<file path="src/rbq_pkg.sv">
// Package for the RGB blink queue sequencer: operation codes, register map,
// reset values, the deque status struct and the colour to LED line table.
// No dependencies.
`default_nettype none

package rbq_pkg;

  // Operation codes carried in tuser of the input channel.
  localparam logic [1:0] OP_TICK  = 2'd0;
  localparam logic [1:0] OP_BACK  = 2'd1;
  localparam logic [1:0] OP_FRONT = 2'd2;

  // Register indexes (byte address is four times the index).
  localparam logic [1:0] REG_ON_TICKS   = 2'd0;
  localparam logic [1:0] REG_GAP_TICKS  = 2'd1;
  localparam logic [1:0] REG_POLL_TICKS = 2'd2;

  localparam logic [15:0] ON_TICKS_RST   = 16'd150;
  localparam logic [15:0] GAP_TICKS_RST  = 16'd100;
  localparam logic [15:0] POLL_TICKS_RST = 16'd10;

  // What the deque tells the sequencer about its front entry.
  typedef struct packed {
    logic       empty;
    logic [2:0] front;
  } rbq_status_t;

  // Colour code to active-high lines: bit 0 red, bit 1 green, bit 2 blue.
  function automatic logic [2:0] colour_lines(input logic [2:0] code);
    logic [2:0] lines;
    case (code)
      3'd0:    lines = 3'b001;
      3'd1:    lines = 3'b010;
      3'd2:    lines = 3'b100;
      3'd3:    lines = 3'b011;
      3'd4:    lines = 3'b101;
      3'd5:    lines = 3'b110;
      3'd6:    lines = 3'b111;
      default: lines = 3'b000;
    endcase
    return lines;
  endfunction

endpackage

`default_nettype wire

</file>
<file path="src/rbq_deque.sv">
// Ring-buffer deque of colour codes with a registered front-entry read.
// Depends on rbq_pkg.
`default_nettype none

module rbq_deque #(
  parameter int QUEUE_DEPTH = 16
) (
  input  wire logic               clk,
  input  wire logic               rst_n,
  input  wire logic               step,
  input  wire logic [1:0]         op,
  input  wire logic [2:0]         colour,
  input  wire logic               pop,
  output rbq_pkg::rbq_status_t    stat,
  output logic                    accepted_nxt,
  output logic                    full_nxt,
  output logic [4:0]              count_nxt
);
  import rbq_pkg::*;

  localparam int AW = (QUEUE_DEPTH > 1) ? $clog2(QUEUE_DEPTH) : 1;
  localparam int CW = $clog2(QUEUE_DEPTH + 1);
  localparam logic [AW-1:0] LAST_IDX = AW'(QUEUE_DEPTH - 1);
  localparam logic [CW-1:0] FULL_CNT = CW'(QUEUE_DEPTH);

  logic [2:0]    mem [QUEUE_DEPTH];
  logic [AW-1:0] head_r, head_nxt, tail_r, tail_nxt;
  logic [CW-1:0] count_r, count_int_nxt;
  logic [2:0]    front_r;
  logic          wr_en;
  logic [AW-1:0] wr_addr;
  logic [AW-1:0] head_inc, head_dec, tail_inc;
  logic          room;
  logic [CW+4:0] count_ext;

  assign head_inc = (head_r == LAST_IDX) ? '0 : head_r + 1'b1;
  assign head_dec = (head_r == '0) ? LAST_IDX : head_r - 1'b1;
  assign tail_inc = (tail_r == LAST_IDX) ? '0 : tail_r + 1'b1;
  assign room     = (count_r != FULL_CNT);

  always_comb begin
    head_nxt      = head_r;
    tail_nxt      = tail_r;
    count_int_nxt = count_r;
    wr_en         = 1'b0;
    wr_addr       = tail_r;
    accepted_nxt  = 1'b0;
    if (step) begin
      case (op)
        OP_TICK: begin
          if (pop) begin
            head_nxt      = head_inc;
            count_int_nxt = count_r - 1'b1;
          end
        end
        OP_BACK: begin
          if (room) begin
            wr_en         = 1'b1;
            wr_addr       = tail_r;
            tail_nxt      = tail_inc;
            count_int_nxt = count_r + 1'b1;
            accepted_nxt  = 1'b1;
          end
        end
        OP_FRONT: begin
          if (room) begin
            wr_en         = 1'b1;
            wr_addr       = head_dec;
            head_nxt      = head_dec;
            count_int_nxt = count_r + 1'b1;
            accepted_nxt  = 1'b1;
          end
        end
        default: begin
        end
      endcase
    end
  end

  assign full_nxt  = (count_int_nxt == FULL_CNT);
  assign count_ext = {5'b0, count_int_nxt};
  assign count_nxt = count_ext[4:0];

  // The read port follows the next head, so front_r always holds the
  // entry at the head; a write to that same entry is forwarded.
  always_ff @(posedge clk) begin
    if (wr_en) begin
      mem[wr_addr] <= colour;
    end
    if (wr_en && (wr_addr == head_nxt)) begin
      front_r <= colour;
    end else begin
      front_r <= mem[head_nxt];
    end
  end

  always_ff @(posedge clk) begin
    if (!rst_n) begin
      head_r  <= '0;
      tail_r  <= '0;
      count_r <= '0;
    end else begin
      head_r  <= head_nxt;
      tail_r  <= tail_nxt;
      count_r <= count_int_nxt;
    end
  end

  assign stat.empty = (count_r == '0);
  assign stat.front = front_r;

endmodule

`default_nettype wire

</file>
<file path="src/rbq_blink.sv">
// Blink sequencer: phase and countdown on ticks, popping the front colour
// and driving the lit lines. Depends on rbq_pkg.
`default_nettype none

module rbq_blink (
  input  wire logic                 clk,
  input  wire logic                 rst_n,
  input  wire logic                 tick,
  input  wire logic [15:0]          on_ticks,
  input  wire logic [15:0]          gap_ticks,
  input  wire logic [15:0]          poll_ticks,
  input  rbq_pkg::rbq_status_t      stat,
  output logic                      pop,
  output logic [2:0]                lit_nxt
);
  import rbq_pkg::*;

  localparam logic [1:0] PH_IDLE = 2'd0;
  localparam logic [1:0] PH_ON   = 2'd1;
  localparam logic [1:0] PH_GAP  = 2'd2;

  logic [1:0]  phase_r, phase_nxt;
  logic [15:0] countdown_r, countdown_nxt;
  logic [2:0]  lit_r;

  always_comb begin
    phase_nxt     = phase_r;
    countdown_nxt = countdown_r;
    lit_nxt       = lit_r;
    pop           = 1'b0;
    if (tick) begin
      if (countdown_r > 16'd1) begin
        countdown_nxt = countdown_r - 16'd1;
      end else if (phase_r == PH_ON) begin
        lit_nxt       = 3'b000;
        phase_nxt     = PH_GAP;
        countdown_nxt = gap_ticks;
      end else if (stat.empty) begin
        lit_nxt       = 3'b000;
        phase_nxt     = PH_IDLE;
        countdown_nxt = poll_ticks;
      end else begin
        pop           = 1'b1;
        lit_nxt       = colour_lines(stat.front);
        phase_nxt     = PH_ON;
        countdown_nxt = on_ticks;
      end
    end
  end

  always_ff @(posedge clk) begin
    if (!rst_n) begin
      phase_r     <= PH_IDLE;
      countdown_r <= 16'd1;
      lit_r       <= 3'b000;
    end else begin
      phase_r     <= phase_nxt;
      countdown_r <= countdown_nxt;
      lit_r       <= lit_nxt;
    end
  end

endmodule

`default_nettype wire

</file>
<file path="src/rgb_blink_queue_sequencer_unit.sv">
// Top level of the RGB blink queue sequencer: register port, stream
// handshake and result register. Depends on rbq_pkg, rbq_deque, rbq_blink.
//
//  channel  direction  handshake                    payload
//  in_      slave      in_tvalid / in_tready        tuser: operation; tdata: colour
//  out_     master     out_tvalid / out_tready      tdata: result fields
//  cfg_     slave      psel / penable / pready      three 16-bit timing registers
//
// The queue and the countdown are updated at the edge that accepts an item, and
// the result is loaded into the output register at that same edge, so it is
// offered from the next cycle.
// A new item is taken while the result register is empty or being drained,
// so a stalled output holds the input back after one item.
// Reset clears the queue pointers, the phase and the output valid; the colour
// store itself is not cleared.
`default_nettype none

module rgb_blink_queue_sequencer_unit #(
  parameter int QUEUE_DEPTH = 16
) (
  input  wire logic        clk,
  input  wire logic        rst_n,
  input  wire logic        in_tvalid,
  output logic             in_tready,
  input  wire logic [7:0]  in_tdata,   // [2:0] colour, rest zero
  input  wire logic [1:0]  in_tuser,   // [1:0] operation
  output logic             out_tvalid,
  input  wire logic        out_tready,
  output logic [15:0]      out_tdata,  // [0] accepted, [1] queue_full, [6:2] queue_count,
                                       // [7] red_n, [8] green_n, [9] blue_n, rest zero
  input  wire logic        cfg_psel,
  input  wire logic        cfg_penable,
  input  wire logic        cfg_pwrite,
  input  wire logic [3:0]  cfg_paddr,
  input  wire logic [31:0] cfg_pwdata,
  output logic [31:0]      cfg_prdata,
  output logic             cfg_pready
);
  import rbq_pkg::*;

  logic [15:0] on_ticks_r, gap_ticks_r, poll_ticks_r;
  logic        step;
  logic        pop;
  logic        accepted_nxt, full_nxt;
  logic [4:0]  count_nxt;
  logic [2:0]  lit_nxt;
  logic        out_valid_r;
  logic [9:0]  result_r;
  logic        cfg_wr;
  rbq_status_t stat;

  assign cfg_pready = 1'b1;
  assign cfg_wr     = cfg_psel & cfg_penable & cfg_pwrite;

  always_ff @(posedge clk) begin
    if (!rst_n) begin
      on_ticks_r   <= ON_TICKS_RST;
      gap_ticks_r  <= GAP_TICKS_RST;
      poll_ticks_r <= POLL_TICKS_RST;
    end else if (cfg_wr) begin
      case (cfg_paddr[3:2])
        REG_ON_TICKS:   on_ticks_r   <= cfg_pwdata[15:0];
        REG_GAP_TICKS:  gap_ticks_r  <= cfg_pwdata[15:0];
        REG_POLL_TICKS: poll_ticks_r <= cfg_pwdata[15:0];
        default: begin
        end
      endcase
    end
  end

  always_comb begin
    case (cfg_paddr[3:2])
      REG_ON_TICKS:   cfg_prdata = {16'd0, on_ticks_r};
      REG_GAP_TICKS:  cfg_prdata = {16'd0, gap_ticks_r};
      REG_POLL_TICKS: cfg_prdata = {16'd0, poll_ticks_r};
      default:        cfg_prdata = 32'd0;
    endcase
  end

  assign in_tready = ~out_valid_r | out_tready;
  assign step      = in_tvalid & in_tready;

  rbq_deque #(
    .QUEUE_DEPTH(QUEUE_DEPTH)
  ) u_deque (
    .clk          (clk),
    .rst_n        (rst_n),
    .step         (step),
    .op           (in_tuser),
    .colour       (in_tdata[2:0]),
    .pop          (pop),
    .stat         (stat),
    .accepted_nxt (accepted_nxt),
    .full_nxt     (full_nxt),
    .count_nxt    (count_nxt)
  );

  rbq_blink u_blink (
    .clk        (clk),
    .rst_n      (rst_n),
    .tick       (step && (in_tuser == OP_TICK)),
    .on_ticks   (on_ticks_r),
    .gap_ticks  (gap_ticks_r),
    .poll_ticks (poll_ticks_r),
    .stat       (stat),
    .pop        (pop),
    .lit_nxt    (lit_nxt)
  );

  always_ff @(posedge clk) begin
    if (!rst_n) begin
      out_valid_r <= 1'b0;
    end else if (in_tready) begin
      out_valid_r <= step;
    end
  end

  always_ff @(posedge clk) begin
    if (step) begin
      result_r <= {~lit_nxt[2], ~lit_nxt[1], ~lit_nxt[0], count_nxt, full_nxt, accepted_nxt};
    end
  end

  assign out_tvalid = out_valid_r;
  assign out_tdata  = {6'd0, result_r};

endmodule

`default_nettype wire
</file>
<file path="config.mk">
export PLATFORM = sky130hd
export DESIGN_NAME = rgb_blink_queue_sequencer_unit
export DESIGN_NICKNAME = d
export VERILOG_FILES = /design/src/rbq_pkg.sv /design/src/rbq_deque.sv /design/src/rbq_blink.sv /design/src/rgb_blink_queue_sequencer_unit.sv
export SDC_FILE = /design/constraint.sdc
export NUM_CORES = 1
export LEC_CHECK = 0
export BUFFER_PORTS_ARGS = -buffer_cell sky130_fd_sc_hd__buf_4
export CAP_MARGIN = 25
export CELL_PAD_IN_SITES_DETAIL_PLACEMENT = 0
export CELL_PAD_IN_SITES_GLOBAL_PLACEMENT = 1
export CORE_ASPECT_RATIO = 1.4
export CORE_MARGIN = 2
export CORE_UTILIZATION = 44
export CTS_CLUSTER_DIAMETER = 30
export CTS_CLUSTER_SIZE = 30
export DETAILED_ROUTE_END_ITERATION = 8
export PLACE_DENSITY_LB_ADDON = 0.12
export SYNTH_ARGS = -nofsm -noshare
export SYNTH_HDL_FRONTEND = slang
export SYNTH_SLANG_ARGS = --single-unit
</file>
<file path="constraint.sdc">
create_clock -name clk -period 2.7 [get_ports clk]
set_input_delay 0.54 -clock clk [delete_from_list [all_inputs] [get_ports clk]]
set_output_delay 0.54 -clock clk [all_outputs]
set_load 0.01 [all_outputs]
</file>
==> results.py, run 1 <==
metrics = {
    "timing": {
        "skew_ns": 0.009486,
        "rsz0062_at_grt": "false",
        "setup_ws_ns": 0.1431,
        "tns_ns": 0,
        "finalCriticalPeriod_ns": 2.557,
        "worst_slew_pin_slew_ns": 0.7966,
        "fin_crit_sh": 0.9470,
        "setup_viol": 0,
        "slew_headroom": 0.4689,
        "slew_violations": 0,
        "fmax_mhz": 391.1,
        "hold_viol": 0,
    },
    "floorplan": {
        "die-height_um": 157.7,
        "io_pins": 104,
        "fp.coreArea_um2": 16680,
        "dieArea_um2": 17950,
        "dieWidth_um": 113.8,
        "num_rows": 56,
        "start_util": 0.4455,
    },
    "cts": {
        "cts_root_buffer": "clkbuf_16",
        "clkTransAtPathRegs_ns": 0.07,
        "cts_tree": "done",
        "cts_htree_levels": 4,
        "cts_sinks": 145,
        "cts_setup_buffers": 0,
        "holdBufCountCts": 0,
        "insertion_delay_ns": 0.42,
        "numCtsBuffers": 17,
        "clk_path_buf_depth": 2,
    },
    "finish": {
        "n_antenna_cell": 0,
        "nets": 933,
        "layout.cells.non_filler": 1083,
        "drive_gt1_frac": 0.1648,
        "postLayoutCoreUtil": 0.5200,
        "synthToLayoutAreaGrowth_pct": 16.74,
    },
    "worst_hold_path": {
        "hold_class": "input port to flip-flop",
    },
    "synth": {
        "ys.flop_type": "dfxtp_1",
        "seq_area_frac_synth": 0.4689,
        "synth_edf_count": 58,
        "synth-seq-cells": 145,
        "avgSynthCellArea_um2": 9.182,
        "yosys-top-cells-area": "dfxtp_1, edfxtp_1, nand2_1",
        "post-synth-top-area-cell": "dfxtp_1",
        "syn-cell-area_um2": 7428,
        "ys_warn_count": 0,
        "synthArstFlopShare": 0,
        "syn_inst": 809,
        "netlist.area_leader.share": 0.2345,
        "ys_types": 67,
    },
    "power_and_ir_drop": {
        "seqPwrFrac": 0.429,
        "powerDensity_nw_per_um2": 637.9,
        "internal_power_mw": 3.963,
        "power_frac_clock": 0.424,
        "switchingPower_mw": 1.569,
        "combPwrFrac": 0.147,
        "total_power_mw": 5.532,
        "switching_share": 0.2836,
        "peakVddDrop_uv": 315.2,
        "p_leak_nw": 3.283,
    },
    "drt": {
        "vias_per_cell": 5.540,
        "firstDrtPassIters": 4,
        "dr_total_vias": 6000,
        "drtAntennaViolNets": 0,
        "drtIter0Drc": 456,
        "drc": 0,
        "wl_per_cell_um": 17.67,
        "wl_um": 19130,
    },
    "critical_path": {
        "worstPathRequired_ns": 2.92,
        "cp_top_family": "simple AND/OR/NAND/NOR gates",
        "slowest_stage": "or4_1",
        "slowest_delay_ns": 0.61,
        "cp_data_arrival_time_ns": 2.78,
        "start_kind": "flip-flop",
        "critPathKind": "flip-flop to flip-flop",
        "worstPathCellList": "or4_1 > nor3_1 > nand4_1 > o311ai_1 > o211ai_1 > nor4_1",
        "critical_path_peak_fanout": 6,
        "worst-path-buf-inv": 0,
        "critPathCaptureType": "flip-flop",
    },
    "place": {
        "dp_slack_ns": 0.1805,
        "port-buffer-count": 57,
        "globalplace.congestion": 0.8380,
        "place_inst": 1051,
        "hpwl_um": 13260,
    },
    "global_route": {
        "gr-usage-all-layers": 0.2190,
        "grt-ovfl-total": 0,
        "grt_max_degree": 85,
        "grt_pass1_vias": 6013,
        "antenna_found_initial": 0,
        "grt_pass1_wl_um": 30570,
    },
    "run": {
        "cap_violations": 0,
    },
    "run_status": {
        "status": "complete, no violations",
    },
}
power by group through the flow:
stage	clock network, mW	registers, mW	logic (mW)
2_1_floorplan	0	2.41	0.550
3_3_place_gp	0	2.42	0.800
3_5_place_dp	0	2.42	0.811
4_1_cts	2.40	2.37	0.814
5_1_grt	2.50	2.38	0.897
6_report	2.35	2.37	0.812
cells in the mapped netlist, types with 5 or more instances:
master    number
nand2_1      185
dfxtp_1       87
edfxtp_1      58
o21ai_0       52
a21boi_0      51
nor2_1        49
clkbuf_1      37
nand3_1       35
buf_4         24
mux2i_1       22
and2_1        18
inv_1         15
a21oi_1       14
ha_1          13
nor3_1        13
mux4_2        12
nor2b_1       11
a311oi_1       8
nor4_1         8
or3_1          8
a22oi_1        7
buf_2          5
o211ai_1       5
cells by family (layout without fill, tap and decap cells):
family          count (synthesis)  after routing  share of synthesized area
flops                         145            145                     0.4689
compound gates                173            173                     0.1619
other cells                     2             23                   0.001011
mux                            36             36                    0.06906
buf+inv                        84            134                    0.05558
xor+xnor                        1              1                   0.001179
simple gates                  355            355                     0.2205
fa+ha+maj                      13             13                    0.02190
state kept, by name, summed over array words and instances (netlist names), 5 cells and up, named ones only:
name,cells
gap_ticks_r,16
on_ticks_r,16
poll_ticks_r,16
result_r,10
u_blink.countdown_r,16
u_deque.count_r,5
u_deque.mem,48
worst paths after layout:
check / start / to / slack (ns) / depth (start not counted)
hold / removal: cfg_pwdata[1] / poll_ticks_r[1] / 0.34 / 3
setup reg to reg: u_blink.countdown_r[2] / result_r[1] / 0.14 / 6
setup / recovery: u_blink.countdown_r[2] / result_r[1] / 0.14 / 6
hold reg to reg: u_blink.lit_r[1] / u_blink.lit_r[1] / 0.47 / 2
layout by cell type, fill, tap and decap left out, drive strengths merged, types with 6 or more instances in the layout:
cell type	netlist	layout
conb	2	23
nor3	14	14
buf	31	87
or3	8	8
a311oi	8	8
a21oi	14	14
ha	13	13
dfxtp	87	87
o21ai	52	52
edfxtp	58	58
nor2	49	49
nand2	185	185
a22oi	7	7
mux2i	22	22
inv	15	25
nor4	9	9
o211ai	6	6
a21boi	51	51
nor2b	11	11
clkbuf	38	17
mux4	12	12
and2	19	19
nand3	35	35
through the flow:
| step | hold slack (ns) | area [µm²] |
|---|---|---|
| after floorplan | 0.4381 | 7507 |
| after global placement | 0.4521 | 8075 |
| after detailed placement | 0.4661 | 8075 |
| after CTS | 0.3285 | 8663 |
| after global routing | 0.3425 | 8672 |
| final | 0.3417 | 8672 |
metal layers:
layer	vias to the layer above	GRT usage	share of wire	wire length, µm
li1	2959	-	-	-
met4	0	0.09001	0.020	389
met1	2857	0.2516	0.41	7780
met5	-	0	0	0
met2	154	0.3995	0.53	10180
met3	30	0.03982	0.041	780
cell type report:
type,count,area [µm²]
multi-input cells,601,3625
fillers,1575,8004
well taps,203,254.0
inverters,15,56.30
flip-flops and latches,145,3483
clock inverters,15,162.7
repair buffers,87,665.6
clock buffers,17,425.4
worst register-to-register path: cells and delay by family (launching register included):
kind | cells | cell delay [ns]
compound gates | 2 | 0.56
flops | 1 | 0.37
simple gates | 4 | 1.44
timing repair:
item | in CTS | in global routing
endpoints found under the hold margin | 0 | 0
setup endpoints to repair | 0 | 1
gates resized for setup | 0 | 1
Note: power is estimated with default switching activity, not from simulation.
==> inputs of run 2 (changes only) <==
--- a/config.mk
+++ b/config.mk
@@ -15,6 +15,7 @@
 export CTS_CLUSTER_DIAMETER = 30
 export CTS_CLUSTER_SIZE = 30
 export DETAILED_ROUTE_END_ITERATION = 8
+export MAX_ROUTING_LAYER = met4
 export PLACE_DENSITY_LB_ADDON = 0.12
 export SYNTH_ARGS = -nofsm -noshare
 export SYNTH_HDL_FRONTEND = slang
==> run 2 against run 1 <==
Net effect: worst setup slack got worse by 0.0056 ns; largest power group unchanged; wire length barely moved; register-to-register slack barely moved; critical endpoint unchanged; utilization did not move; global-route usage rose by 0.62 points.
==> results.py, run 2 (synthesized netlist as in run 1, its figures left out) <==
metrics = {
    "timing": {
        "fmax_mhz": 390.2,
        "fin_crit_sh": 0.9491,
        "slew_headroom": 0.4668,
        "worst_slew_pin_slew_ns": 0.7997,
        "setup_viol": 0,
        "finalCriticalPeriod_ns": 2.562,
        "skew_ns": 0.008755,
        "tns_ns": 0,
        "slew_violations": 0,
        "holdWs_ns": 0.3455,
        "hold_viol": 0,
        "rsz0062_at_grt": "false",
    },
    "critical_path": {
        "cp_top_family": "simple AND/OR/NAND/NOR gates",
        "critical_path_peak_fanout": 6,
        "worst-path-buf-inv": 0,
        "cp_data_arrival_time_ns": 2.78,
        "slowest_delay_ns": 0.61,
        "slowest_stage": "or4_1",
        "critPathKind": "flip-flop to flip-flop",
        "critPathCaptureType": "flip-flop",
        "worstPathCellList": "or4_1 > nor3_1 > nand4_1 > o311ai_1 > o211ai_1 > nor4_1",
        "start_kind": "flip-flop",
        "reg2reg_slack_ns": 0.14,
        "worstPathRequired_ns": 2.92,
    },
    "cts": {
        "cts_root_buffer": "clkbuf_16",
        "numCtsBuffers": 17,
        "holdBufCountCts": 0,
        "clkTransAtPathRegs_ns": 0.07,
        "cts_sinks": 145,
        "insertion_delay_ns": 0.42,
        "cts_tree": "done",
        "clk_path_buf_depth": 2,
        "cts_htree_levels": 4,
    },
    "power_and_ir_drop": {
        "p_leak_nw": 3.283,
        "powerDensity_nw_per_um2": 637.5,
        "peakVddDrop_uv": 314.6,
    },
    "global_route": {
        "grt_max_degree": 85,
        "grt-ovfl-total": 0,
        "grt_pass1_wl_um": 30560,
        "gr-usage-all-layers": 0.2252,
        "antenna_found_initial": 0,
        "grt_pass1_vias": 6017,
    },
    "floorplan": {
        "die-height_um": 157.7,
        "num_rows": 56,
        "start_util": 0.4455,
        "fp.coreArea_um2": 16680,
        "io_pins": 104,
        "dieWidth_um": 113.8,
        "dieArea_um2": 17950,
    },
    "place": {
        "hpwl_um": 13260,
        "globalplace.congestion": 0.8510,
        "port-buffer-count": 57,
        "place_inst": 1051,
    },
    "finish": {
        "postLayoutCoreUtil": 0.5200,
        "n_antenna_cell": 0,
        "synthToLayoutAreaGrowth_pct": 16.74,
        "largest_reg_flops": 48,
        "nets": 933,
        "layout.cells.non_filler": 1083,
        "regMostFlops": "u_deque.mem",
        "final_common_cell": "nand2_1",
        "drive_gt1_frac": 0.1648,
        "most-common-layout-cells": "nand2_1, dfxtp_1, buf_4",
    },
    "drt": {
        "drtIter0Drc": 458,
        "wl_um": 19130,
        "drc": 0,
        "drtAntennaViolNets": 0,
        "vias_per_cell": 5.539,
        "firstDrtPassIters": 5,
        "dr_total_vias": 5999,
        "wl_per_cell_um": 17.67,
    },
    "run_status": {
        "status": "complete, no violations",
    },
    "worst_hold_path": {
        "hold_class": "input port to flip-flop",
    },
    "run": {
        "cap_violations": 0,
    },
}
run 2: where the power goes:
group / internal (mW) / leakage [nW] / switching, mW
logic: 0.322 / 1.77 / 0.491
registers: 2.33 / 1.23 / 0.0481
clock network: 1.31 / 0.290 / 1.03
total: 3.96 / 3.28 / 1.57
run 2: final timing paths:
check | endpoint | startpoint | cells past startpoint
max | result_r[1] | u_blink.countdown_r[2] | 6
min | poll_ticks_r[3] | cfg_pwdata[3] | 3
max reg2reg | result_r[1] | u_blink.countdown_r[2] | 6
min reg2reg | u_blink.lit_r[1] | u_blink.lit_r[1] | 2
run 2: cell type report:
| cell class | instances | area [µm²] |
|---|---|---|
| clock inverters | 15 | 162.7 |
| well taps | 203 | 254.0 |
| repair buffers | 87 | 665.6 |
| flip-flops and latches | 145 | 3483 |
| clock buffers | 17 | 425.4 |
| fillers | 1575 | 8004 |
| inverters | 15 | 56.30 |
| multi-input cells | 601 | 3625 |
run 2: worst register-to-register path, delay by kind of cell (launching register included):
kind,cells,cell delay (ns)
and+or+nand+nor,4,1.44
AOI/OAI and AO/OA,2,0.56
DFF,1,0.37
run 2: per-layer routing:
| metal | GRT usage | share of wire | vias up |
|---|---|---|---|
| met1 | 0.2521 | 0.41 | 2872 |
| li1 | - | - | 2958 |
| met2 | 0.4001 | 0.54 | 142 |
| met3 | 0.03637 | 0.036 | 27 |
| met5 | - | 0 | - |
| met4 | 0.09175 | 0.019 | 0 |
run 2: timing repair:
action | 4_1_cts | 5_1_grt
endpoints found under the setup margin | 0 | 1
resized for setup | 0 | 1
setup buffers | 0 | 0
endpoints found under the hold margin | 0 | 0
run 2: metrics by stage:
step / total power, mW / instance area [µm²] / setup WS (ns)
after detailed placement: 3.233 / 8075 / 0.1805
after global placement: 3.218 / 8075 / 0.2526
final: 5.529 / 8672 / 0.1375
after global routing: 5.771 / 8672 / 0.009029
after CTS: 5.583 / 8663 / 0.1711
after floorplan: 2.961 / 7507 / 0.3402
